## src/design/tmt_pkg.sv

```systemverilog
// ============================================================================
// tmt_pkg: shared types and constants for the text mode terminal
// Screen geometry, operation and command codes, item structs, address math.
// ============================================================================
package tmt_pkg;

    // Screen geometry
    localparam int COLUMNS = 80;
    localparam int ROWS    = 25;
    localparam int CELLS   = ROWS * COLUMNS;

    localparam int ROW_W     = $clog2(ROWS);
    localparam int ROW_SUM_W = ROW_W + 1;
    localparam int COL_W     = $clog2(COLUMNS);
    localparam int ADDR_W    = $clog2(CELLS);

    // Port field widths
    localparam int OUT_ROW_W = 5;
    localparam int OUT_COL_W = 7;

    // Character and attribute constants
    localparam logic [7:0] NEWLINE_CODE = 8'h0A;
    localparam logic [7:0] SPACE_CODE   = 8'h20;
    localparam logic [7:0] RESET_COLOUR = 8'h0F;

    // Operation codes on the input channel
    localparam logic [1:0] OP_PUT   = 2'd0;
    localparam logic [1:0] OP_BKSP  = 2'd1;
    localparam logic [1:0] OP_CLEAR = 2'd2;
    localparam logic [1:0] OP_READ  = 2'd3;

    // Classified command codes
    localparam int CMD_W = 3;
    localparam logic [CMD_W-1:0] CMD_PUT       = 3'd0;
    localparam logic [CMD_W-1:0] CMD_NEWLINE   = 3'd1;
    localparam logic [CMD_W-1:0] CMD_BKSP      = 3'd2;
    localparam logic [CMD_W-1:0] CMD_CLEAR     = 3'd3;
    localparam logic [CMD_W-1:0] CMD_READ      = 3'd4;
    localparam logic [CMD_W-1:0] CMD_READ_NONE = 3'd5;

    // Command queue
    localparam int FIFO_DEPTH = 2;
    localparam int FIFO_PTR_W = $clog2(FIFO_DEPTH);
    localparam int FIFO_CNT_W = $clog2(FIFO_DEPTH + 1);

    typedef struct packed {
        logic [1:0] op;
        logic [7:0] char_code;
        logic [4:0] read_row;
        logic [6:0] read_col;
    } in_item_t;

    typedef struct packed {
        logic [4:0] cursor_row;
        logic [6:0] cursor_col;
        logic [7:0] cell_char;
        logic [7:0] cell_colour;
        logic       scrolled;
    } out_item_t;

    typedef struct packed {
        logic [CMD_W-1:0] kind;
        logic [7:0]       ch;
        logic [ROW_W-1:0] rd_row;
        logic [COL_W-1:0] rd_col;
    } cmd_t;

    // Store address of a logical (row, col); base is the store row holding
    // logical row 0 (scrolling rotates it).
    function automatic logic [ADDR_W-1:0] cell_addr(
        input logic [ROW_W-1:0] base,
        input logic [ROW_W-1:0] row,
        input logic [COL_W-1:0] col
    );
        logic [ROW_SUM_W-1:0] sum;
        logic [ADDR_W-1:0]    row_start;
        sum = {1'b0, base} + {1'b0, row};
        if (sum >= ROW_SUM_W'(ROWS)) begin
            sum = sum - ROW_SUM_W'(ROWS);
        end
        row_start = ADDR_W'(sum[ROW_W-1:0]) * ADDR_W'(COLUMNS);
        return row_start + ADDR_W'(col);
    endfunction

endpackage

```

## src/design/tmt_cmd_fifo.sv

```systemverilog
// ============================================================================
// tmt_cmd_fifo: command queue
// Short queue between the decode stage and the execution engine.
// ============================================================================
module tmt_cmd_fifo (
    input  logic          aclk,
    input  logic          aresetn,
    input  logic          push_valid,
    output logic          push_ready,
    input  tmt_pkg::cmd_t push_data,
    output logic          pop_valid,
    input  logic          pop,
    output tmt_pkg::cmd_t pop_data
);

    tmt_pkg::cmd_t                     slot_reg [tmt_pkg::FIFO_DEPTH];
    logic [tmt_pkg::FIFO_PTR_W-1:0]    wr_ptr_reg;
    logic [tmt_pkg::FIFO_PTR_W-1:0]    rd_ptr_reg;
    logic [tmt_pkg::FIFO_CNT_W-1:0]    count_reg;
    logic                              do_push;
    logic                              do_pop;

    assign push_ready = (count_reg != tmt_pkg::FIFO_CNT_W'(tmt_pkg::FIFO_DEPTH));
    assign pop_valid  = (count_reg != '0);
    assign pop_data   = slot_reg[rd_ptr_reg];
    assign do_push    = push_valid && push_ready;
    assign do_pop     = pop && pop_valid;

    always_ff @(posedge aclk) begin
        if (!aresetn) begin
            wr_ptr_reg <= '0;
            rd_ptr_reg <= '0;
            count_reg  <= '0;
        end else begin
            if (do_push) begin
                wr_ptr_reg <= wr_ptr_reg + 1'b1;
            end
            if (do_pop) begin
                rd_ptr_reg <= rd_ptr_reg + 1'b1;
            end
            if (do_push && !do_pop) begin
                count_reg <= count_reg + 1'b1;
            end else if (do_pop && !do_push) begin
                count_reg <= count_reg - 1'b1;
            end
        end
        if (do_push) begin
            slot_reg[wr_ptr_reg] <= push_data;
        end
    end

endmodule

```

## config.mk

```make
export PLATFORM = sky130hd
export DESIGN_NAME = tmt_cmd_fifo
export DESIGN_NICKNAME = d
export VERILOG_FILES = /design/src/design/tmt_pkg.sv /design/src/design/tmt_cmd_fifo.sv
export SDC_FILE = /design/constraint.sdc
export NUM_CORES = 1
export LEC_CHECK = 0
export BUFFER_PORTS_ARGS = -buffer_cell sky130_fd_sc_hd__buf_2
export CAP_MARGIN = 5
export CORE_MARGIN = 5
export CORE_UTILIZATION = 32
export CTS_CLUSTER_SIZE = 25
export DETAILED_ROUTE_END_ITERATION = 16
export GPL_TIMING_DRIVEN = 0
export PLACE_DENSITY = 0.49
export RECOVER_POWER = 100
export SLEW_MARGIN = 20
export SYNTH_ARGS = -nofsm -noshare
export SYNTH_HDL_FRONTEND = slang
export SYNTH_SLANG_ARGS = --single-unit
```

## constraint.sdc

```tcl
create_clock -name aclk -period 2 [get_ports aclk]
set_clock_uncertainty 0.05 [all_clocks]
set_input_delay 0.4 -clock aclk [delete_from_list [all_inputs] [get_ports aclk]]
set_output_delay 0.4 -clock aclk [all_outputs]
set_load 0.1 [all_outputs]
```

# Word-level counts from Yosys, hierarchy flattened
# Memory sizes are Yosys's and may differ from the RTL's. A register that Yosys moved wholly into a read port is not among the register bits.
# Cells that the tools add are included.
[op_classes]
add_sub_neg = 4
n_eq_ne = 1
n_mux = 6
reduce_logical = 8
[op_table]
columns = ["cell", "n"]
rows = [
  ["$logic_and 1x1->1", 4],
  ["$mux 1", 4],
  ["$mux 2", 2],
  ["$reduce_bool 2->1", 2],
  ["$add 1x1->1 const B", 2],
  ["$add 2x1->2 const B", 1],
  ["$logic_not 1->1", 2],
  ["$ne 2x2->1 const B", 1],
  ["$sub 2x1->2 const B", 1],
]
[word_totals]
register_bits = 4
mem_bits_rw = 46
input_bits = 27
output_inout_bits = 25
elab_cells = 23
mem_count = 1
[memory_table]
columns = ["memory", "depth", "word_bits", "read_ports", "rd_clocked_by_memory_dff", "write_ports", "line_no", "rtl"]
rows = [
  ["slot_reg", 2, 23, 1, 1, 1, "tmt_cmd_fifo.sv:16", "tmt_pkg::cmd_t slot_reg [tmt_pkg::FIFO_DEPTH];"],
]

# Logic depth before layout (Yosys ltp)
# Gate-level depths: netlist (run 1).
[logic_depth]
depth_word = 6
ltp_mapped = 6
depth_no_buf = 6

# Worst setup path before layout (run 1)
# No wires, ideal clock.
[synth_path]
path_type = "reg-to-reg"
from = "register count_reg[0] in the netlist's numbering"
to = "memory slot_reg[1][0] in the netlist's numbering, enable pin"
setup_ns = 0.382
arrival_ns = 1.434
t_required_ns = 1.568
path_slack_ns = 0.134
path_stages_with_launch = 3
path_buffers = 0
synth_period_minus_slack_ns = 1.866
cell_sequence = "dfxtp_1 -> nand2b_4 -> and3_1"
[synth_between]
elab_chain_cells = 4
[synth_lines]
columns = ["element", "line_no", "rtl"]
rows = [
  ["start: declaration", "tmt_cmd_fifo.sv:19", "logic [tmt_pkg::FIFO_CNT_W-1:0] count_reg;"],
  ["start signal: assignment", "tmt_cmd_fifo.sv:42", "count_reg <= count_reg + 1'b1;"],
  ["start signal: assignment", "tmt_cmd_fifo.sv:44", "count_reg <= count_reg - 1'b1;"],
  ["$ne 2x2->1", "tmt_cmd_fifo.sv:23", "assign push_ready = (count_reg != tmt_pkg::FIFO_CNT_W'(tmt_pkg::FIFO_DEPTH));"],
  ["named net push_ready", "tmt_cmd_fifo.sv:9", "output logic push_ready,"],
  ["$logic_and 1x1->1", "tmt_cmd_fifo.sv:26", "assign do_push = push_valid && push_ready;"],
  ["$mux 1", "tmt_cmd_fifo.sv:47", "if (do_push) begin"],
  ["$mux 1 (implied by the code)", "tmt_cmd_fifo.sv:48", "slot_reg[wr_ptr_reg] <= push_data;"],
  ["end: declaration", "tmt_cmd_fifo.sv:16", ""],
]
# The timed path passes the listed nets, and every way through them passes these cells.

==> metrics.md, run 1 <==
| Metric | Value |
|---|---|
| Slowest stage delay, CP | 0.38 ns |
| Routed vias/inst | 4.36 |
| Post-synthesis sequential area ratio | 78.3% |
| Worst slew pin tran | 0.556 ns |
| Number of slew-limit violations in the final report | 0 |
| Sequential cell area | 1480 sq um |
| Post-synthesis net count | 123 |
| Status | completed |
| Drt pass-1 iters | 4 |
| Min cycle time layout | 1.93 ns |
| Worst-path cell chain | buf_4 -> mux2_2 -> buf_4 |
| Synth Area in XOR/XNOR | 1.39% |
| Adder-cell area share of the yosys netlist | 0.661% |
| R2R cell count | 5 |
| Multiplexer area fraction after synthesis | 13.7% |
| Data required time at the worst endpoint | 1.55 ns |
| Core area | 5850 sq um |
| Pin count of the biggest net entering global routing | 24 |
| Placed inst area | 2240 sq um |
| FF+latch count, synth | 51 |
| Post-route ant nets | 0 |
| Worst-path fanout max | 10 |
| Total track usage | 9.61% |
| # port buffers | 51 |
| Synth Instances | 95 |
| Overflow after GRT | 0 |
| CP Capture Type | primary output |
| Max-cap violations | 0 |
| Final instance area | 2390 sq um |
| Root Buffer | clkbuf_8 |
| Clock sink count | 51 |
| Max frequency | 519 MHz |
| Total number of vias | 998 |
| Initial Utilization | 32.4% |
| Slowest stage cell on the critical path | dfxtp_2 |
| Hold Path Stages | 1 |
| Main combinational cell family by area after synthesis | multiplexers |
| DRT iter0 DRCs | 39 |
| CP startpoint kind | register |
| Multi-input gate area | 392 sq um |
| Core Rows | 28 |
| CTS buffer count | 5 |
| CTS tree | built |
| Post-synthesis cell type count | 19 |
| Crit Reg-Reg Endpoint | count_reg[1] |
| Gp weighted congestion | 0.664 |
| Syn. warnings | 0 |
| Hold Startpoint | push_data[0] |
| RSZ-0062 raised after global routing | yes |
| Crit path DAT | 1.48 ns |
| Final Hold Fails | 0 |
| Final count of negative-setup-slack endpoints | 0 |
| FF-to-FF Start | count_reg[0] |
| Filler instances | 534 |
| Chip height | 86.9 microns |
| Vias in the first global route | 1169 |
| Post-DP HPWL | 2280 microns |
| Compound-cell area share of the yosys netlist | 1.85% |
| Kind of critical path | reg -> out |
| FF-to-FF setup slack | 0.26 ns |
| CTS clk-pin slew, worst paths | 0.09 ns |
| Simple logic cell fraction of the synthesized area | 3.44% |
| First-pass GRT wire length | 5480 microns |
| Routed len/inst | 14.0 microns |
| Area grow syn2layout | 26.5% |
| Top-Level Pins | 52 |
| Worst-Skew Late Latency | 0.29 ns |
| Max FFs per register | 46 |
| Nets | 181 |
| Drt drc | 0 |
| Share of cells above drive strength 1 | 52.6% |
| Most Frequent Cell on Critical Path | buf_4 |
| Die Footprint | 7550 sq um |
| Avg Inst Size Synth | 19.9 sq um |
| Die X | 86.9 microns |
| Hold worst-path end | slot_reg[0][0] |
| Post-Synthesis Cell Area | 1890 sq um |
| Routed WL | 3220 microns |
| Period utilization | 96.3% |
| Max clock buf depth | 2 |
| Antenna cells | 0 |
| Min-delay worst type | in -> reg |
| Antenna violations before repair | 0 |
| Slew margin rel. | 63.0% |
| Clock H-tree levels | 2 |
| Post-CTS Setup Repair Bufs | 0 |
-- cells by family after synthesis --
family | Yosys count
xor gates and xnor gates | 3
buffers and inverters | 3
DFF | 51
adders and majority gates | 1
and+or+nand+nor | 9
muxes | 23
AOI/OAI and AO/OA | 5
-- cell usage after synthesis (all sizes together) --
| master | instances | area [sq um] |
|---|---|---|
| xnor2 | 2 | 17.5 |
| nand2b | 1 | 13.8 |
| mux2 | 23 | 259 |
| or2 | 1 | 6.26 |
| inv | 1 | 3.75 |
| nand3b | 1 | 7.51 |
| buf | 2 | 10.0 |
| xor2 | 1 | 8.76 |
| a21boi | 2 | 15.0 |
| edfxtp | 46 | 1380 |
| a21bo | 1 | 10.0 |
| and3 | 1 | 6.26 |
| ha | 1 | 12.5 |
| and2 | 4 | 25.0 |
| or3 | 1 | 6.26 |
| o21ai | 2 | 10.0 |
| dfxtp | 5 | 100 |
-- final cells by class --
type	count	share of cell area [%]
buffer	2	0.627
clock buffer	5	2.87
clock inverter	3	1.62
inverter	1	0.313
multi-input combinational	41	16.4
sequential	51	61.9
tap	75	3.92
timing repair buffer	51	12.4
-- worst max-delay path: cells and delay by family (launching register included) --
kind                   cells  cell delay, ns
buffers and inverters      2            0.44
DFF                        1            0.38
muxes                      1            0.36
-- cells in the final DEF (no fill, tap or decap), types with 2 or more instances in the layout --
master / n
a21boi_0: 2
buf_2: 19
o21ai_0: 2
buf_4: 22
clkbuf_2: 5
xnor2_1: 2
clkbuf_1: 6
and2_0: 2
and2_1: 2
dfxtp_1: 4
mux2_2: 23
clkbuf_8: 5
edfxtp_1: 46
-- metrics by stage --
stage	hold WS, ns	std cells	setup WS, ns	setup TNS, ns	util [%]
2_1_floorplan	0.449	95	0.134	0	-
3_3_place_gp	0.481	221	0.0427	0	38.3
3_5_place_dp	0.509	221	-0.00521	-0.0990	38.3
4_1_cts	0.226	229	0.0376	0	41.1
5_1_grt	0.216	229	-0.00477	-0.0158	40.9
6_report	0.236	229	0.0735	0	40.9
-- worst max path at each step --
| stage | start | endpoint | depth (start not counted) |
|---|---|---|---|
| global route | register | pop_data[1] | 3 |
| floorplan | count_reg[0] | slot_reg[1][0] | 2 |
| CTS | register | pop_data[1] | 3 |
| global placement | count_reg[0] | slot_reg[1][0] | 2 |
| finish | register | pop_data[16] | 3 |
| detailed placement | count_reg[0] | slot_reg[1][0] | 2 |
-- what timing repair did --
item / CTS / global route
pin swaps: 0 / 0
resized for setup: 24 / 1
endpoints found under the setup margin: 43 / 30
hold buffers: 0 / 0
-- metal layers --
layer | track usage [%] | up-vias | wire length, microns
met5 | 0 | - | 0
li1 | - | 478 | -
met3 | 4.16 | 6 | 220
met2 | 17.4 | 30 | 1740
met1 | 10.1 | 484 | 1220
met4 | 2.55 | 0 | 38
Power of run 1 is left out: the tool's default activity adds up to more than one toggle a clock period on the data nets, which glitch-free logic cannot reach.
==> inputs of run 2 (changes only) <==
--- a/config.mk
+++ b/config.mk
@@ -12,7 +12,6 @@
 export CTS_CLUSTER_SIZE = 25
 export DETAILED_ROUTE_END_ITERATION = 16
 export GPL_TIMING_DRIVEN = 0
-export PLACE_DENSITY = 0.49
 export RECOVER_POWER = 100
 export SLEW_MARGIN = 20
 export SYNTH_ARGS = -nofsm -noshare
==> run 2 against run 1 <==
Compared with the run above: sequential cell count did not move; largest cell class unchanged; clock-buffer cell count up 1; highest routed layer unchanged; non-clock buffer count stayed put; via count did not move.
==> metrics.md, run 2 (synthesis results as in run 1) <==
| Metric | Value |
|---|---|
| Clock H-tree levels | 2 |
| Crit path DAT | 1.45 ns |
| CP Capture Type | primary output |
| Worst-path fanout max | 10 |
| Max clock buf depth | 2 |
| Initial Utilization | 32.4% |
| Core Rows | 28 |
| CTS tree | built |
| Worst slew pin tran | 0.958 ns |
| Routed len/inst | 14.5 microns |
| Die Footprint | 7550 sq um |
| Antenna cells | 0 |
| Status | completed |
| # port buffers | 51 |
| Root Buffer | clkbuf_8 |
| Max FFs per register | 46 |
| DRT iter0 DRCs | 55 |
| Die X | 86.9 microns |
| Post-CTS Setup Repair Bufs | 0 |
| Routed vias/inst | 4.36 |
| Min-delay worst type | in -> reg |
| Slew margin rel. | 36.0% |
| Routed WL | 3320 microns |
| Filler instances | 555 |
| Most frequent cells in the layout | edfxtp_1, mux2_2, buf_4 |
| Worst-Skew Late Latency | 0.29 ns |
| Chip height | 86.9 microns |
| Drt pass-1 iters | 2 |
| Data required time at the worst endpoint | 1.55 ns |
| Core area | 5850 sq um |
| Total number of vias | 998 |
| Pin count of the biggest net entering global routing | 24 |
| Total track usage | 9.27% |
| Overflow after GRT | 0 |
| First-pass GRT wire length | 5220 microns |
| Setup TNS | 0 ns |
| Clock sink count | 51 |
| CP startpoint kind | register |
| Final count of negative-setup-slack endpoints | 0 |
| FF-to-FF setup slack | 0.16 ns |
| RSZ-0062 raised after global routing | no |
| Antenna violations before repair | 0 |
| Nets | 181 |
| Commonest non-fill, non-tap cell in the layout | edfxtp_1 |
| Gp weighted congestion | 0.717 |
| Post-route ant nets | 0 |
| Number of slew-limit violations in the final report | 0 |
| Area grow syn2layout | 25.6% |
| CTS clk-pin slew, worst paths | 0.09 ns |
| Post-DP HPWL | 2270 microns |
| Final Hold Fails | 0 |
| Min cycle time layout | 1.90 ns |
| Period utilization | 95.1% |
| Drt drc | 0 |
| Share of cells above drive strength 1 | 49.4% |
| Kind of critical path | reg -> out |
| Max frequency | 526 MHz |
| Max-cap violations | 0 |
| CTS buffer count | 5 |
| Top-Level Pins | 52 |
| Vias in the first global route | 1111 |
## run 2: changes by cell type in the layout (fill, tap and decap cells not counted), moves of 2 or more
| cell | delta |
|---|---|
| clkbuf_1 | +6 |
| buf_2 | -4 |
| buf_4 | -2 |
| buf_6 | +2 |
## run 2: final timing paths
path,from,to,depth (start not counted)
min,push_data[21],slot_reg[1][21],1
max,register,pop_data[5],3
max reg2reg,count_reg[0],slot_reg[0][16],3
min reg2reg,count_reg[1],count_reg[1],2
## run 2: final cells by class
type                            instances  area [sq um]  share of cell area, %
Buffer                                  2          22.5                  0.947
Clock buffer                            6          72.6                   3.05
Clock inverter                          2          12.5                  0.526
Inverter                                1          3.75                  0.158
Multi-Input combinational cell         41           399                   16.8
Sequential cell                        51          1480                   62.3
Tap cell                               75          93.8                   3.95
Timing Repair Buffer                   51           292                   12.3
## run 2: through the flow
step	cells	area, sq um	utilization (%)	worst slack, ns	hold WS, ns
4_1_cts	229	2380	40.8	0.0332	0.221
3_3_place_gp	221	2240	38.3	0.0178	0.476
5_1_grt	229	2380	40.7	0.0287	0.214
2_1_floorplan	95	1890	-	0.134	0.449
6_report	229	2380	40.7	0.0971	0.237
3_5_place_dp	221	2240	38.3	-0.0336	0.514
## run 2: per-layer routing
| layer | GRT usage [%] | vias up | routed length [microns] |
|---|---|---|---|
| met5 | 0 | - | 0 |
| met4 | 4.67 | 0 | 74 |
| met3 | 3.03 | 7 | 212 |
| met2 | 15.9 | 32 | 1710 |
| met1 | 10.3 | 480 | 1330 |
| li1 | - | 479 | - |
## run 2: repair_timing
action                                 CTS  global route
pin swaps                                0             0
hold buffers                             0             0
endpoints found under the hold margin    0             0
setup endpoints to repair               43             7
gates resized for setup                 24             2
## run 2: critical path: stages (launching register included)
cell     delay (ns)
dfxtp_2        0.41
buf_6          0.17
mux2_2         0.35
buf_4          0.23
Power of run 2 is left out for the same reason.
