### config.mk
export PLATFORM = sky130hd
export DESIGN_NAME = tmt_front
export DESIGN_NICKNAME = d
export VERILOG_FILES = /design/src/design/tmt_pkg.sv /design/src/design/tmt_front.sv
export SDC_FILE = /design/constraint.sdc
export NUM_CORES = 1
export LEC_CHECK = 0
export ABC_AREA = 1
export BUFFER_PORTS_ARGS = -buffer_cell sky130_fd_sc_hd__buf_2
export CAP_MARGIN = 20
export CORE_UTILIZATION = 40
export CTS_CLUSTER_DIAMETER = 200
export DETAILED_ROUTE_END_ITERATION = 16
export PLACE_DENSITY = 0.75
export SYNTH_ARGS = -nofsm -noshare
export SYNTH_HDL_FRONTEND = slang
export SYNTH_SLANG_ARGS = --single-unit
export TNS_END_PERCENT = 1
### constraint.sdc
create_clock -name aclk -period 2.1 [get_ports aclk]
set_input_delay 0.315 -clock aclk [delete_from_list [all_inputs] [get_ports aclk]]
set_output_delay 0.315 -clock aclk [all_outputs]
set_load 0.03 [all_outputs]
### src/design/tmt_pkg.sv
// ============================================================================
// tmt_pkg: shared types and constants for the text mode terminal
// Screen geometry, operation and command codes, item structs, address math.
// ============================================================================
package tmt_pkg;

    // Screen geometry
    localparam int COLUMNS = 80;
    localparam int ROWS    = 25;
    localparam int CELLS   = ROWS * COLUMNS;

    localparam int ROW_W     = $clog2(ROWS);
    localparam int ROW_SUM_W = ROW_W + 1;
    localparam int COL_W     = $clog2(COLUMNS);
    localparam int ADDR_W    = $clog2(CELLS);

    // Port field widths
    localparam int OUT_ROW_W = 5;
    localparam int OUT_COL_W = 7;

    // Character and attribute constants
    localparam logic [7:0] NEWLINE_CODE = 8'h0A;
    localparam logic [7:0] SPACE_CODE   = 8'h20;
    localparam logic [7:0] RESET_COLOUR = 8'h0F;

    // Operation codes on the input channel
    localparam logic [1:0] OP_PUT   = 2'd0;
    localparam logic [1:0] OP_BKSP  = 2'd1;
    localparam logic [1:0] OP_CLEAR = 2'd2;
    localparam logic [1:0] OP_READ  = 2'd3;

    // Classified command codes
    localparam int CMD_W = 3;
    localparam logic [CMD_W-1:0] CMD_PUT       = 3'd0;
    localparam logic [CMD_W-1:0] CMD_NEWLINE   = 3'd1;
    localparam logic [CMD_W-1:0] CMD_BKSP      = 3'd2;
    localparam logic [CMD_W-1:0] CMD_CLEAR     = 3'd3;
    localparam logic [CMD_W-1:0] CMD_READ      = 3'd4;
    localparam logic [CMD_W-1:0] CMD_READ_NONE = 3'd5;

    // Command queue
    localparam int FIFO_DEPTH = 2;
    localparam int FIFO_PTR_W = $clog2(FIFO_DEPTH);
    localparam int FIFO_CNT_W = $clog2(FIFO_DEPTH + 1);

    typedef struct packed {
        logic [1:0] op;
        logic [7:0] char_code;
        logic [4:0] read_row;
        logic [6:0] read_col;
    } in_item_t;

    typedef struct packed {
        logic [4:0] cursor_row;
        logic [6:0] cursor_col;
        logic [7:0] cell_char;
        logic [7:0] cell_colour;
        logic       scrolled;
    } out_item_t;

    typedef struct packed {
        logic [CMD_W-1:0] kind;
        logic [7:0]       ch;
        logic [ROW_W-1:0] rd_row;
        logic [COL_W-1:0] rd_col;
    } cmd_t;

    // Store address of a logical (row, col); base is the store row holding
    // logical row 0 (scrolling rotates it).
    function automatic logic [ADDR_W-1:0] cell_addr(
        input logic [ROW_W-1:0] base,
        input logic [ROW_W-1:0] row,
        input logic [COL_W-1:0] col
    );
        logic [ROW_SUM_W-1:0] sum;
        logic [ADDR_W-1:0]    row_start;
        sum = {1'b0, base} + {1'b0, row};
        if (sum >= ROW_SUM_W'(ROWS)) begin
            sum = sum - ROW_SUM_W'(ROWS);
        end
        row_start = ADDR_W'(sum[ROW_W-1:0]) * ADDR_W'(COLUMNS);
        return row_start + ADDR_W'(col);
    endfunction

endpackage

### src/design/tmt_front.sv
// ============================================================================
// tmt_front: input stage
// Accepts items, decodes them into commands and hands them to the queue.
// ============================================================================
module tmt_front (
    input  logic             aclk,
    input  logic             aresetn,
    input  logic             s_valid,
    output logic             s_ready,
    input  tmt_pkg::in_item_t s_item,
    output logic             cmd_valid,
    input  logic             cmd_ready,
    output tmt_pkg::cmd_t    cmd
);

    logic          cmd_valid_reg;
    logic          cmd_valid_next;
    tmt_pkg::cmd_t cmd_reg;
    tmt_pkg::cmd_t cmd_next;
    logic          accept;

    assign s_ready   = !cmd_valid_reg || cmd_ready;
    assign accept    = s_valid && s_ready;
    assign cmd_valid = cmd_valid_reg;
    assign cmd       = cmd_reg;

    always_comb begin
        cmd_next        = cmd_reg;
        cmd_valid_next  = cmd_valid_reg;
        if (cmd_valid_reg && cmd_ready) begin
            cmd_valid_next = 1'b0;
        end
        if (accept) begin
            cmd_valid_next = 1'b1;
            cmd_next.ch     = s_item.char_code;
            cmd_next.rd_row = tmt_pkg::ROW_W'(s_item.read_row);
            cmd_next.rd_col = tmt_pkg::COL_W'(s_item.read_col);
            unique case (s_item.op)
                tmt_pkg::OP_PUT: begin
                    cmd_next.kind = (s_item.char_code == tmt_pkg::NEWLINE_CODE) ?
                                    tmt_pkg::CMD_NEWLINE : tmt_pkg::CMD_PUT;
                end
                tmt_pkg::OP_BKSP: begin
                    cmd_next.kind = tmt_pkg::CMD_BKSP;
                end
                tmt_pkg::OP_CLEAR: begin
                    cmd_next.kind = tmt_pkg::CMD_CLEAR;
                end
                default: begin
                    // off-screen reads return zeros and touch nothing
                    if ((int'(s_item.read_row) < tmt_pkg::ROWS) &&
                        (int'(s_item.read_col) < tmt_pkg::COLUMNS)) begin
                        cmd_next.kind = tmt_pkg::CMD_READ;
                    end else begin
                        cmd_next.kind = tmt_pkg::CMD_READ_NONE;
                    end
                end
            endcase
        end
    end

    always_ff @(posedge aclk) begin
        if (!aresetn) begin
            cmd_valid_reg <= 1'b0;
        end else begin
            cmd_valid_reg <= cmd_valid_next;
        end
        cmd_reg <= cmd_next;
    end

endmodule

; ---- Word-level counts from Yosys, hierarchy flattened
; Index checks and enable logic that the tools add are counted.
[word_totals]
input_bits = 26
word_cells = 22
register_bits = 24
[classes]
order_cmp = 2
n_reduce_logical = 7
mux = 5
n_eq_ne = 3
[op_table]
columns = op, count
row1 = one-hot mux 3 bit (3 select lines), 1
row2 = equality test 8 x 4 -> 1 bit (second input constant), 1
row3 = less-than comparator 7 bit (second input constant), 1
row4 = less-than comparator 5 bit (second input constant), 1
row5 = 2-to-1 mux 1 bit, 4
row6 = logical AND 1 bit, 3
row7 = equality test 2 x 1 -> 1 bit (second input constant), 1
row8 = equality test 2 bit (second input constant), 1
row9 = zero test 2 bit, 1
row10 = nonzero test 2 bit, 1
row11 = zero test 1 bit, 1
row12 = logical OR 1 bit, 1

; ---- Depth between registers and ports, before layout
; Gate-level depths: netlist of the first run.
[depth]
word_depth = 4
mapped_depth = 6
mapped_depth_nobuf = 6

; ---- Worst setup path after synthesis of the first run
; No wires, ideal clock.
[synth_timing]
path_kind = flip-flop to flip-flop
from = register cmd_valid_reg (netlist: cmd_valid)
to = register cmd_reg (netlist bit cmd[0]), enable pin
slack_ps = 59
n_path_buf = 0
t_required_ps = 1689
setup_time_ps = 411
path_stages_with_launch = 2
synth_period_minus_slack_ps = 2041
t_arrival_ps = 1630
path_cell_list = dfxtp_1 a21oi_1
[synth_between]
elab_chain_len = 3
[synth_lines]
columns = element, line_no
row1 = start: declaration, tmt_front.sv:16  ; logic cmd_valid_reg;
row2 = start signal: assignment, tmt_front.sv:66  ; cmd_valid_reg <= cmd_valid_next;
row3 = zero test 1 bit, tmt_front.sv:22  ; assign s_ready = !cmd_valid_reg || cmd_ready;
row4 = logical OR 1 bit, tmt_front.sv:22
row5 = logical AND 1 bit, tmt_front.sv:23  ; assign accept = s_valid && s_ready;
row6 = via accept, tmt_front.sv:20  ; logic accept;
row7 = end signal: assignment, tmt_front.sv:68  ; cmd_reg <= cmd_next;
row8 = end: declaration, tmt_front.sv:18  ; tmt_pkg::cmd_t cmd_reg;
; The timed path passes the listed nets, and every way through them passes these cells.
; A chain may end at the register's enable or synchronous reset.

; ---- Worst setup path after layout of the first run
[layout_timing]
from = register cmd_valid_reg (netlist: cmd_valid)
to = output port s_ready
[layout_between]
elab_chain_len = 2
[layout_lines]
columns = element, line_no
row1 = zero test 1 bit, tmt_front.sv:22
row2 = logical OR 1 bit, tmt_front.sv:22
row3 = end: declaration, tmt_front.sv:9  ; output logic s_ready,
; Every way passes these cells.

==> summary.txt, run 1 <==
Critical path
  • Worst EP arrival: 0.94 ns
  • Endpoint class of the critical path: primary output
  • Type of origin of the critical path: flip-flop
  • CP max stage delay: 0.39 ns
  • Cell Chain, Critical Path: nand2_1, buf_2
  • Crit-path max FO: 3
  • Setup Crit Path Kind: reg2out
  • Slowest cell on the critical path: dfxtp_1
  • WP data required: 1.78 ns

Cells and area
  • Fillers: 171
  • Max reg flops: 23
  • # diodes: 0
  • Final core utilization: 59.2%
  • Non-filler cells, final: 137
  • Layout cells sized above 1: 50.0%
  • Synthesis-to-layout area growth: 37.2%
  • Final #Nets: 140

Clocking
  • CTS Root Cell: clkbuf_4
  • Cts hold-fix bufs: 0
  • CTS tree: built
  • # H-tree levels: 1
  • Post-CTS Setup Bufs: 0
  • Clk buf depth: 2
  • TritonCTS buffer count: 3
  • Clk slew on worst S/H paths: 0.12 ns
  • CTS sink count: 24
  • Post-CTS sizing: 0
  • Worst-Skew Late Latency: 0.30 ns

Worst hold path
  • Hold Crit Class: in2reg

Synth
  • Mapped Cells: 55
  • Synthesized cell area: 863 um2
  • Seq/Total Area, Yosys: 82.3%
  • Yosys top cell by area: edfxtp_1
  • Syn avg cell area: 15.7 um2
  • Syn Nets: 84
  • Yosys reg bits: 24
  • Yosys Warn Count: 0
  • Top cells by area, synth: edfxtp_1 80%, ha_1 4.3%, inv_1 4.3%, nand2_1 2.6%, nor2_1 2.6%
  • Synth unique cells: 10
  • Yosys top cell area share: 80.0%

Global route
  • Gr usage total: 13.8%
  • Vias in the first global route: 535
  • Pin count of the biggest net entering global routing: 24
  • Overflow after GRT: 0
  • Global-route wire length before repair: 2.36 mm
  • Initial antenna violation count: 0

Routing
  • TritonRoute pass-1 iters: 2
  • Vias after detailed routing: 594
  • Drt initial violations: 10
  • Drt via density: 4.34
  • Drt wl/cell: 10.8 um
  • Final wirelength: 1.48 mm
  • Post-route DRC: 0
  • Post-route ant nets: 0

STA
  • Fin Setup TNS: 0 ns
  • Rel. slew slack: 80.9%
  • Final period utilization: 59.7%
  • Clock Skew: 0.000691 ns
  • Achievable Freq: 798 MHz
  • Final Critical Period: 1.25 ns
  • Slew Limit Fails: 0
  • Hold Vio Cnt, Final: 0
  • Finish-stage setup viols: 0
  • Unrepaired setup endpoints after global routing: false
  • Slew @ Worst Pin: 0.287 ns
  • Hold_ws: 0.186 ns

Power
  • Power per cell area: 760 nW/um2
  • Leak Pwr: 0.556 nW
  • Maximum vdd drop: 453 uV

Floorplanning
  • Core Area: 2000 um2
  • Num ports: 51
  • Row Count: 16
  • Die area: 2350 um2
  • Die H: 48.5 um
  • Initial core utilization: 43.1%
  • Die X: 48.5 um

Placement
  • GP Congestion: 0.635
  • Input/output buffers: 50
  • Placed insts: 133

Job
  • Maxcap violations: 0

Outcome
  • Status: completed
==> stage by stage <==
step / cell area (um2) / power (W) / setup WS, ns
floorplan: 863 / 0.000660 / 0.0591
global placement: 1160 / 0.000716 / 0.949
detailed placement: 1160 / 0.000719 / 0.917
CTS: 1180 / 0.000910 / 0.831
global route: 1180 / 0.000938 / 0.785
finish: 1180 / 0.000901 / 0.847
==> cell families (layout without fill, tap and decap cells) <==
group | after synthesis | in the layout | share of synthesized area [%]
and+or+nand+nor | 13 | 13 | 5.80
DFF | 24 | 24 | 82.3
AOI/OAI and AO/OA | 5 | 5 | 3.19
buffers and inverters | 10 | 65 | 4.35
adders and majority gates | 3 | 3 | 4.35
==> where the power goes <==
part | total [W] | leakage [nW] | internal [W] | switching [W]
Sequential | 0.000565 | 0.231 | 0.000558 | 0.00000683
Combinational | 0.000142 | 0.309 | 0.0000442 | 0.0000981
Clock | 0.000193 | 0.0154 | 0.0000692 | 0.000124
==> metal layers <==
| metal | wire [um] | share of wire [%] | vias up | global-route usage, % |
|---|---|---|---|---|
| met3 | 111 | 7.5 | 2 | 5.03 |
| met5 | 0 | 0 | - | 0 |
| met4 | 22 | 1.5 | 0 | 8.82 |
| met2 | 689 | 46 | 32 | 20.7 |
| met1 | 660 | 45 | 265 | 16.9 |
| li1 | - | - | 295 | - |
==> worst max-delay path: cells and delay by family, from the launching register on <==
| family | cells | cell delay, ns |
|---|---|---|
| buf+inv | 1 | 0.17 |
| flops | 1 | 0.39 |
| simple gates | 1 | 0.08 |
==> cells in the mapped netlist (all sizes together) <==
cell type and n:
nand2 6, inv 10, ha 3, o21ai 1
nor2 6, nand3 1, edfxtp 23, a21oi 3
a21boi 1, dfxtp 1
==> placed cells by master, fill, tap and decap left out <==
master,count
edfxtp_1,23
nand3_1,1
buf_4,1
nand2_1,6
clkbuf_4,3
clkinv_1,1
a21oi_1,2
a21boi_0,1
dfxtp_1,1
ha_1,3
a21oi_2,1
inv_1,10
nor2_1,6
o21ai_0,1
buf_2,50
==> area by class of cell <==
class                      instances  area, um2  area share (%)
sequential                        24        711            60.0
timing repair buffer              51        258            21.8
multi-input combinational         21        119            10.0
inverter                          10       37.5            3.17
tap                               27       33.8            2.85
clock buffer                       3       22.5            1.90
clock inverter                     1       3.75           0.317
==> worst paths after layout <==
| path | from | depth (start not counted) | slack (ns) | to |
|---|---|---|---|---|
| worst max-delay path | cmd_valid$_SDFFE_PN0P_ | 2 | 0.85 | s_ready |
| worst min register to register | cmd_valid$_SDFFE_PN0P_ | 2 | 0.53 | cmd_valid$_SDFFE_PN0P_ |
| worst min-delay path | s_item[3] | 1 | 0.19 | cmd[3]$_DFFE_PP_ |
| worst max register to register | cmd_valid$_SDFFE_PN0P_ | 2 | 1.01 | cmd[4]$_DFFE_PP_ |
(Power assumes the default switching activity.)
==> inputs of run 2 (changes only) <==
--- a/config.mk
+++ b/config.mk
@@ -8,10 +8,10 @@
 export ABC_AREA = 1
 export BUFFER_PORTS_ARGS = -buffer_cell sky130_fd_sc_hd__buf_2
 export CAP_MARGIN = 20
-export CORE_UTILIZATION = 40
+export CORE_UTILIZATION = 37
 export CTS_CLUSTER_DIAMETER = 200
 export DETAILED_ROUTE_END_ITERATION = 16
-export PLACE_DENSITY = 0.75
+export PLACE_DENSITY = 0.73
 export SYNTH_ARGS = -nofsm -noshare
 export SYNTH_HDL_FRONTEND = slang
 export SYNTH_SLANG_ARGS = --single-unit
==> constraint.sdc (replaced) <==
create_clock -name aclk -period 1 [get_ports aclk]
set_input_delay 0.15 -clock aclk [delete_from_list [all_inputs] [get_ports aclk]]
set_output_delay 0.15 -clock aclk [all_outputs]
set_load 0.03 [all_outputs]
==> run 2 against run 1 <==
The run now ends with negative setup slack left. Register-to-register slack got worse by 1.0 ns. Clock skew rose by 0.0059 ns. Hold slack got worse by 0.16 ns. Wire length increased by 2.6%. Worst setup slack got worse by 0.88 ns. Sequential cell count unchanged. Design area increased by 22%. Core utilization up 6.1 points. Die area grew 7.8%. Via count is 3.0% higher. Combinational power grew to 2.8 times the previous value. Critical path type unchanged. Highest routed layer unchanged.
==> summary.txt, run 2 (same netlist as run 1, synthesis figures left out) <==
Outcome
  • Status: finished with violations
  • Failing checks: negative setup slack

Power
  • Maximum vdd drop: 921 uV (+100%)
  • Leak Pwr: 0.655 nW (+18%)
  • Power per cell area: 1580 nW/um2 (+110%)

STA
  • Slew @ Worst Pin: 0.171 ns (-0.116 ns)
  • Finish-stage setup viols: 20 (+20)
  • Rel. slew slack: 88.6% (+7.8 points)
  • Hold Vio Cnt, Final: 0 (unchanged)
  • Unrepaired setup endpoints after global routing: true
  • Slew Limit Fails: 0 (unchanged)
  • Achievable Freq: 971 MHz
  • PnR worst setup slack: -0.0300 ns (-0.877 ns)
  • Clock Skew: 0.00661 ns (+0.00592 ns)
  • Hold_ws: 0.0215 ns (-0.165 ns)
  • Final period utilization: 103%
  • Fin Setup TNS: -0.259 ns (-0.259 ns)
  • Final Critical Period: 1.03 ns

Global route
  • Met3 Resource Use GR: 4.55% (-0.49 points)
  • GRT busiest layer: met2
  • Pin count of the biggest net entering global routing: 17 (-29%)
  • Gr usage total: 12.3% (-1.5 points)
  • Vias in the first global route: 543 (+1.5%)
  • Initial antenna violation count: 0 (unchanged)
  • GRT met2 Usage: 20.2% (-0.44 points)
  • Overflow after GRT: 0 (unchanged)
  • Met1 Usage GRT: 13.2% (-3.7 points)
  • Global-route wire length before repair: 2.22 mm (-5.8%)

Cells and area
  • Multi-input logic area: 134 um2 (+13%)
  • Commonest cells after routing, fill and taps aside: 25 x buf_2, 24 x buf_6, 23 x edfxtp_1
  • Final core utilization: 65.3% (+6.1 points)
  • # diodes: 0 (unchanged)
  • Layout cells sized above 1: 51.3% (+1.3 points)
  • Most common cell after layout, fill and taps aside: buf_2
  • Fillers: 188 (+9.9%)
  • Max reg flops: 23 (unchanged)
  • Design area: 1440 um2 (+22%)
  • Final #Nets: 145 (+3.6%)
  • Synthesis-to-layout area growth: 67.2%
  • Register area: 714 um2 (+0.53%)

Floorplanning
  • Row Count: 17 (+1)
  • Core Area: 2210 um2 (+10%)
  • Num ports: 51 (unchanged)
  • Die area: 2530 um2 (+7.8%)
  • Die X: 50.3 um (+3.8%)
  • Initial core utilization: 39.0% (-4.1 points)
  • Die H: 50.3 um (+3.8%)

Critical path
  • WP data required: 0.85 ns (-0.93 ns)
  • CP max stage delay: 0.42 ns (+0.03 ns)
  • R2R depth: 2 (unchanged)
  • Worst flop-to-flop path startpoint: cmd_valid$_SDFFE_PN0P_
  • Crit-path max FO: 1 (-2)
  • Cell Chain, Critical Path: buf_6
  • Slowest cell on the critical path: edfxtp_1
  • CP Buf/Inv Count: 1 (unchanged)
  • Endpoint class of the critical path: primary output
  • Setup Crit Path Kind: reg2out
  • Worst EP arrival: 0.88 ns (-0.06 ns)
  • RR Endpoint: cmd[15]$_DFFE_PP_
  • Reg2Reg Setup Slack: 0 ns (-1.01 ns)
  • Type of origin of the critical path: flip-flop
  • CP delay by family, top: flip-flops

Job
  • Maxcap violations: 0 (unchanged)

Clocking
  • TritonCTS buffer count: 3 (unchanged)
  • CTS tree: built
  • # H-tree levels: 1 (unchanged)
  • Worst-Skew Late Latency: 0.30 ns (about the same)
  • CTS sink count: 24 (unchanged)
  • Clk buf depth: 2 (unchanged)
  • CTS Root Cell: clkbuf_4
  • Post-CTS Setup Bufs: 0 (unchanged)
  • Clk slew on worst S/H paths: 0.13 ns (about the same)

Routing
  • Drt wl/cell: 10.6 um (-1.7%)
  • TritonRoute pass-1 iters: 3 (+1)
  • Vias after detailed routing: 612 (+3.0%)
  • Post-route DRC: 0 (unchanged)
  • Post-route ant nets: 0 (unchanged)
  • Drt via density: 4.28 (-1.3%)
  • Final wirelength: 1.52 mm (+2.6%)
  • Drt initial violations: 4 (-6)

Placement
  • Input/output buffers: 50 (unchanged)
  • Post-Place Worst Slack: 0.0175 ns (-0.899 ns)
  • DPL Wire Length: 1.08 mm
  • Placed standard-cell area: 1190 um2 (+2.8%)
  • GP Congestion: 0.643 (+1.1%)

Worst hold path
  • Worst hold start: s_item[6]
  • Hold Crit Class: in2reg
  • Worst Hold Path EP: cmd[6]$_DFFE_PP_
  • WHS Path Cells: 1 (unchanged)
==> run 2: worst max path at each step <==
stage                     slack [ns]  cells after the start              startpoint                end
after floorplan                -0.21                      1  cmd_valid$_SDFFE_PN0P_   cmd[0]$_DFFE_PP_
after global placement          0.04                      2  cmd_valid$_SDFFE_PN0P_  cmd[14]$_DFFE_PP_
after detailed placement        0.02                      7              s_item[20]  cmd[20]$_DFFE_PP_
after CTS                      -0.05                      2  cmd_valid$_SDFFE_PN0P_            s_ready
after global routing           -0.08                      1        cmd[3]$_DFFE_PP_             cmd[3]
final                          -0.03                      1        cmd[3]$_DFFE_PP_             cmd[3]
==> run 2: metal layers <==
metal / wire length [um] / up-vias / part of all wire, %
met5: 0 / - / 0
met4: 14 / 0 / 0.92
met3: 126 / 2 / 8.3
met2: 816 / 26 / 54
met1: 565 / 279 / 37
li1: - / 305 / -
==> run 2: what timing repair did <==
action                                  in CTS  in global routing
endpoints found under the setup margin      25                 48
resized for setup                           50                  1
gates cloned                                 0                  0
pin swaps                                    1                  0
hold endpoints to repair                     0                  4
hold buffers                                 0                  4
==> run 2: per-stage QoR <==
| stage | total power, W | cells |
|---|---|---|
| global placement | 0.00152 | 135 |
| finish | 0.00228 | 143 |
| CTS | 0.00227 | 139 |
| detailed placement | 0.00152 | 135 |
| global route | 0.00236 | 143 |
| floorplan | 0.00139 | 55 |
==> run 2: final cells by class <==
class	count	area share [%]
Clock buffer	3	1.56
Clock inverter	1	2.08
Inverter	10	2.60
Multi-Input combinational cell	21	9.27
Sequential cell	24	49.5
Tap cell	28	2.43
Timing Repair Buffer	56	32.6
==> run 2: report_power, final <==
group          switching, W  internal (W)  leakage (nW)
logic              0.000211      0.000181         0.395
clock network      0.000277      0.000405        0.0279
registers         0.0000292       0.00117         0.232
total              0.000518       0.00176         0.655
==> inputs of run 3 (changes only) <==
--- a/config.mk
+++ b/config.mk
@@ -8,10 +8,10 @@
 export ABC_AREA = 1
 export BUFFER_PORTS_ARGS = -buffer_cell sky130_fd_sc_hd__buf_2
 export CAP_MARGIN = 20
-export CORE_UTILIZATION = 37
+export CORE_ASPECT_RATIO = 2
+export CORE_UTILIZATION = 30
 export CTS_CLUSTER_DIAMETER = 200
 export DETAILED_ROUTE_END_ITERATION = 16
-export PLACE_DENSITY = 0.73
 export SYNTH_ARGS = -nofsm -noshare
 export SYNTH_HDL_FRONTEND = slang
 export SYNTH_SLANG_ARGS = --single-unit
==> run 3 against run 2 <==
The run now ends clean. Sequential share of layout area grew 7.9 points. Sequential cell count is the same. Global-route usage shrank 1.4 points. Via count shrank 3.6%. Sequential power is essentially flat. Combinational power shrank 20%. Maximum frequency grew 5.8%. Clock power shrank 20%.
==> summary.txt, run 3 (same netlist as run 1, synthesis figures left out) <==
Outcome
  • Status: completed

Power
  • Power per cell area: 1650 nW/um2 (+4.4%)
  • Maximum vdd drop: 688 uV (-25%)
  • Tot Pwr: 0.00205 W (-10%)
  • Leak Pwr: 0.575 nW (-12%)

STA
  • Clock Skew: 0.00430 ns (-0.00231 ns)
  • Slew @ Worst Pin: 0.181 ns (+0.0103 ns)
  • Rel. slew slack: 87.8% (-0.80 points)
  • Finish-stage setup viols: 0 (-100%)
  • Hold Vio Cnt, Final: 0 (unchanged)
  • Final period utilization: 97.3% (-5.7 points)
  • Final Critical Period: 0.973 ns (-0.0566 ns)
  • Achievable Freq: 1030 MHz (+5.8%)
  • Slew Limit Fails: 0 (unchanged)
  • Unrepaired setup endpoints after global routing: true

Routing
  • Drt initial violations: 5 (+1)
  • TritonRoute pass-1 iters: 2 (-1)
  • Final wirelength: 1.53 mm (+0.20%)
  • Post-route ant nets: 0 (unchanged)
  • Post-route DRC: 0 (unchanged)
  • Drt wl/cell: 11.0 um (+3.1%)
  • Drt via density: 4.24 (-0.82%)
  • Vias after detailed routing: 590 (-3.6%)

Clocking
  • Post-CTS Setup Bufs: 0 (unchanged)
  • Clk buf depth: 2 (unchanged)
  • Clk slew on worst S/H paths: 0.07 ns (-0.06 ns)
  • CTS Root Cell: clkbuf_8
  • # H-tree levels: 1 (unchanged)
  • Worst-Skew Late Latency: 0.25 ns (-0.05 ns)
  • CTS sink count: 24 (unchanged)
  • TritonCTS buffer count: 3 (unchanged)
  • CTS tree: built

Critical path
  • Crit-path max FO: 23 (+22)
  • Endpoint class of the critical path: flip-flop
  • Reg2Reg Setup Slack: 0.03 ns (+0.03 ns)
  • R2R depth: 2 (unchanged)
  • Worst EP arrival: 0.94 ns (+0.06 ns)
  • Type of origin of the critical path: flip-flop
  • WP data required: 0.96 ns (+0.11 ns)
  • Setup Crit Path Kind: reg2reg

Floorplanning
  • Die H: 77.9 um (+55%)
  • Die X: 39.9 um (-21%)
  • Core Area: 2740 um2 (+24%)
  • Die area: 3110 um2 (+23%)
  • Initial core utilization: 31.6% (-7.5 points)
  • Num ports: 51 (unchanged)
  • Row Count: 27 (+10)

Global route
  • Overflow after GRT: 0 (unchanged)
  • Initial antenna violation count: 0 (unchanged)
  • Pin count of the biggest net entering global routing: 24 (+7)
  • Vias in the first global route: 564 (+3.9%)
  • Gr usage total: 10.9% (-1.4 points)
  • Global-route wire length before repair: 2.37 mm (+6.5%)

Cells and area
  • Final core utilization: 45.5% (-20 points)
  • # diodes: 0 (unchanged)
  • Synthesis-to-layout area growth: 44.2%
  • Final #Nets: 140 (-3.4%)
  • Non-filler cells, final: 139 (-2.8%)
  • Layout cells sized above 1: 51.8% (+0.51 points)
  • Commonest cells after routing, fill and taps aside: 48 x buf_2, 23 x edfxtp_1, 10 x inv_1
  • Most common cell after layout, fill and taps aside: buf_2
  • Max reg flops: 23 (unchanged)

Placement
  • Placed insts: 135 (unchanged)
  • Input/output buffers: 50 (unchanged)
  • GP Congestion: 0.670 (+4.3%)
  • DPL Wire Length: 1.25 mm (+16%)

Job
  • Maxcap violations: 0 (unchanged)

Worst hold path
  • WHS Path Cells: 1 (unchanged)
  • Hold Crit Class: in2reg
==> run 3: cell count changes in the layout (fill, tap and decap cells not counted), sizes merged <==
cell         delta
bufinv          -1
buf             -1
dlygate4sd3     -4
clkbuf          +1
==> run 3: power breakdown <==
part	total (W)	internal [W]	switching, W
clock network	0.000547	0.000283	0.000264
logic	0.000314	0.000106	0.000208
registers	0.00119	0.00117	0.0000152
==> run 3: layer usage <==
layer	routed length [um]	part of all wire, %	GRT usage, %
met1	511	34	10.2
met2	870	57	19.4
met5	0	0	0
met4	22	1.4	6.21
met3	121	7.9	2.29
==> run 3: metrics by stage <==
step | hold WS [ns] | area, um2 | setup TNS, ns | worst slack, ns
after floorplan | 0.249 | 878 | -4.90 | -0.213
after CTS | 0.0607 | 1240 | 0 | 0.0127
after global placement | 0.327 | 1180 | 0 | 0.0414
final | 0.0688 | 1240 | 0 | 0.0266
after global routing | 0.0657 | 1240 | -0.00126 | -0.000923
after detailed placement | 0.329 | 1180 | 0 | 0.0328
==> run 3: path summary, 6_finish.rpt <==
check | startpoint | endpoint
worst min register to register | cmd_valid$_SDFFE_PN0P_ | cmd_valid$_SDFFE_PN0P_
worst min-delay path | s_item[0] | cmd[0]$_DFFE_PP_
worst max-delay path | cmd_valid$_SDFFE_PN0P_ | cmd[19]$_DFFE_PP_
worst max register to register | cmd_valid$_SDFFE_PN0P_ | cmd[19]$_DFFE_PP_
==> run 3: area by class of cell <==
class / instances / area, um2
fill: 259 / 1490
tap: 29 / 36.3
clock buffer: 4 / 45.0
timing repair buffer: 51 / 283
multi-input combinational: 21 / 129
inverter: 10 / 37.5
sequential: 24 / 714
==> run 3: worst max-delay path: stages, from the launching register on <==
cell	delay (ns)
dfxtp_4	0.36
a21oi_4	0.14
buf_12	0.19
==> run 3: repair_timing <==
item                                    4_1_cts  5_1_grt
resized for setup                             3        3
endpoints found under the setup margin        1        2
hold endpoints to repair                      0        0
gates cloned                                  0        0
hold buffers                                  0        0
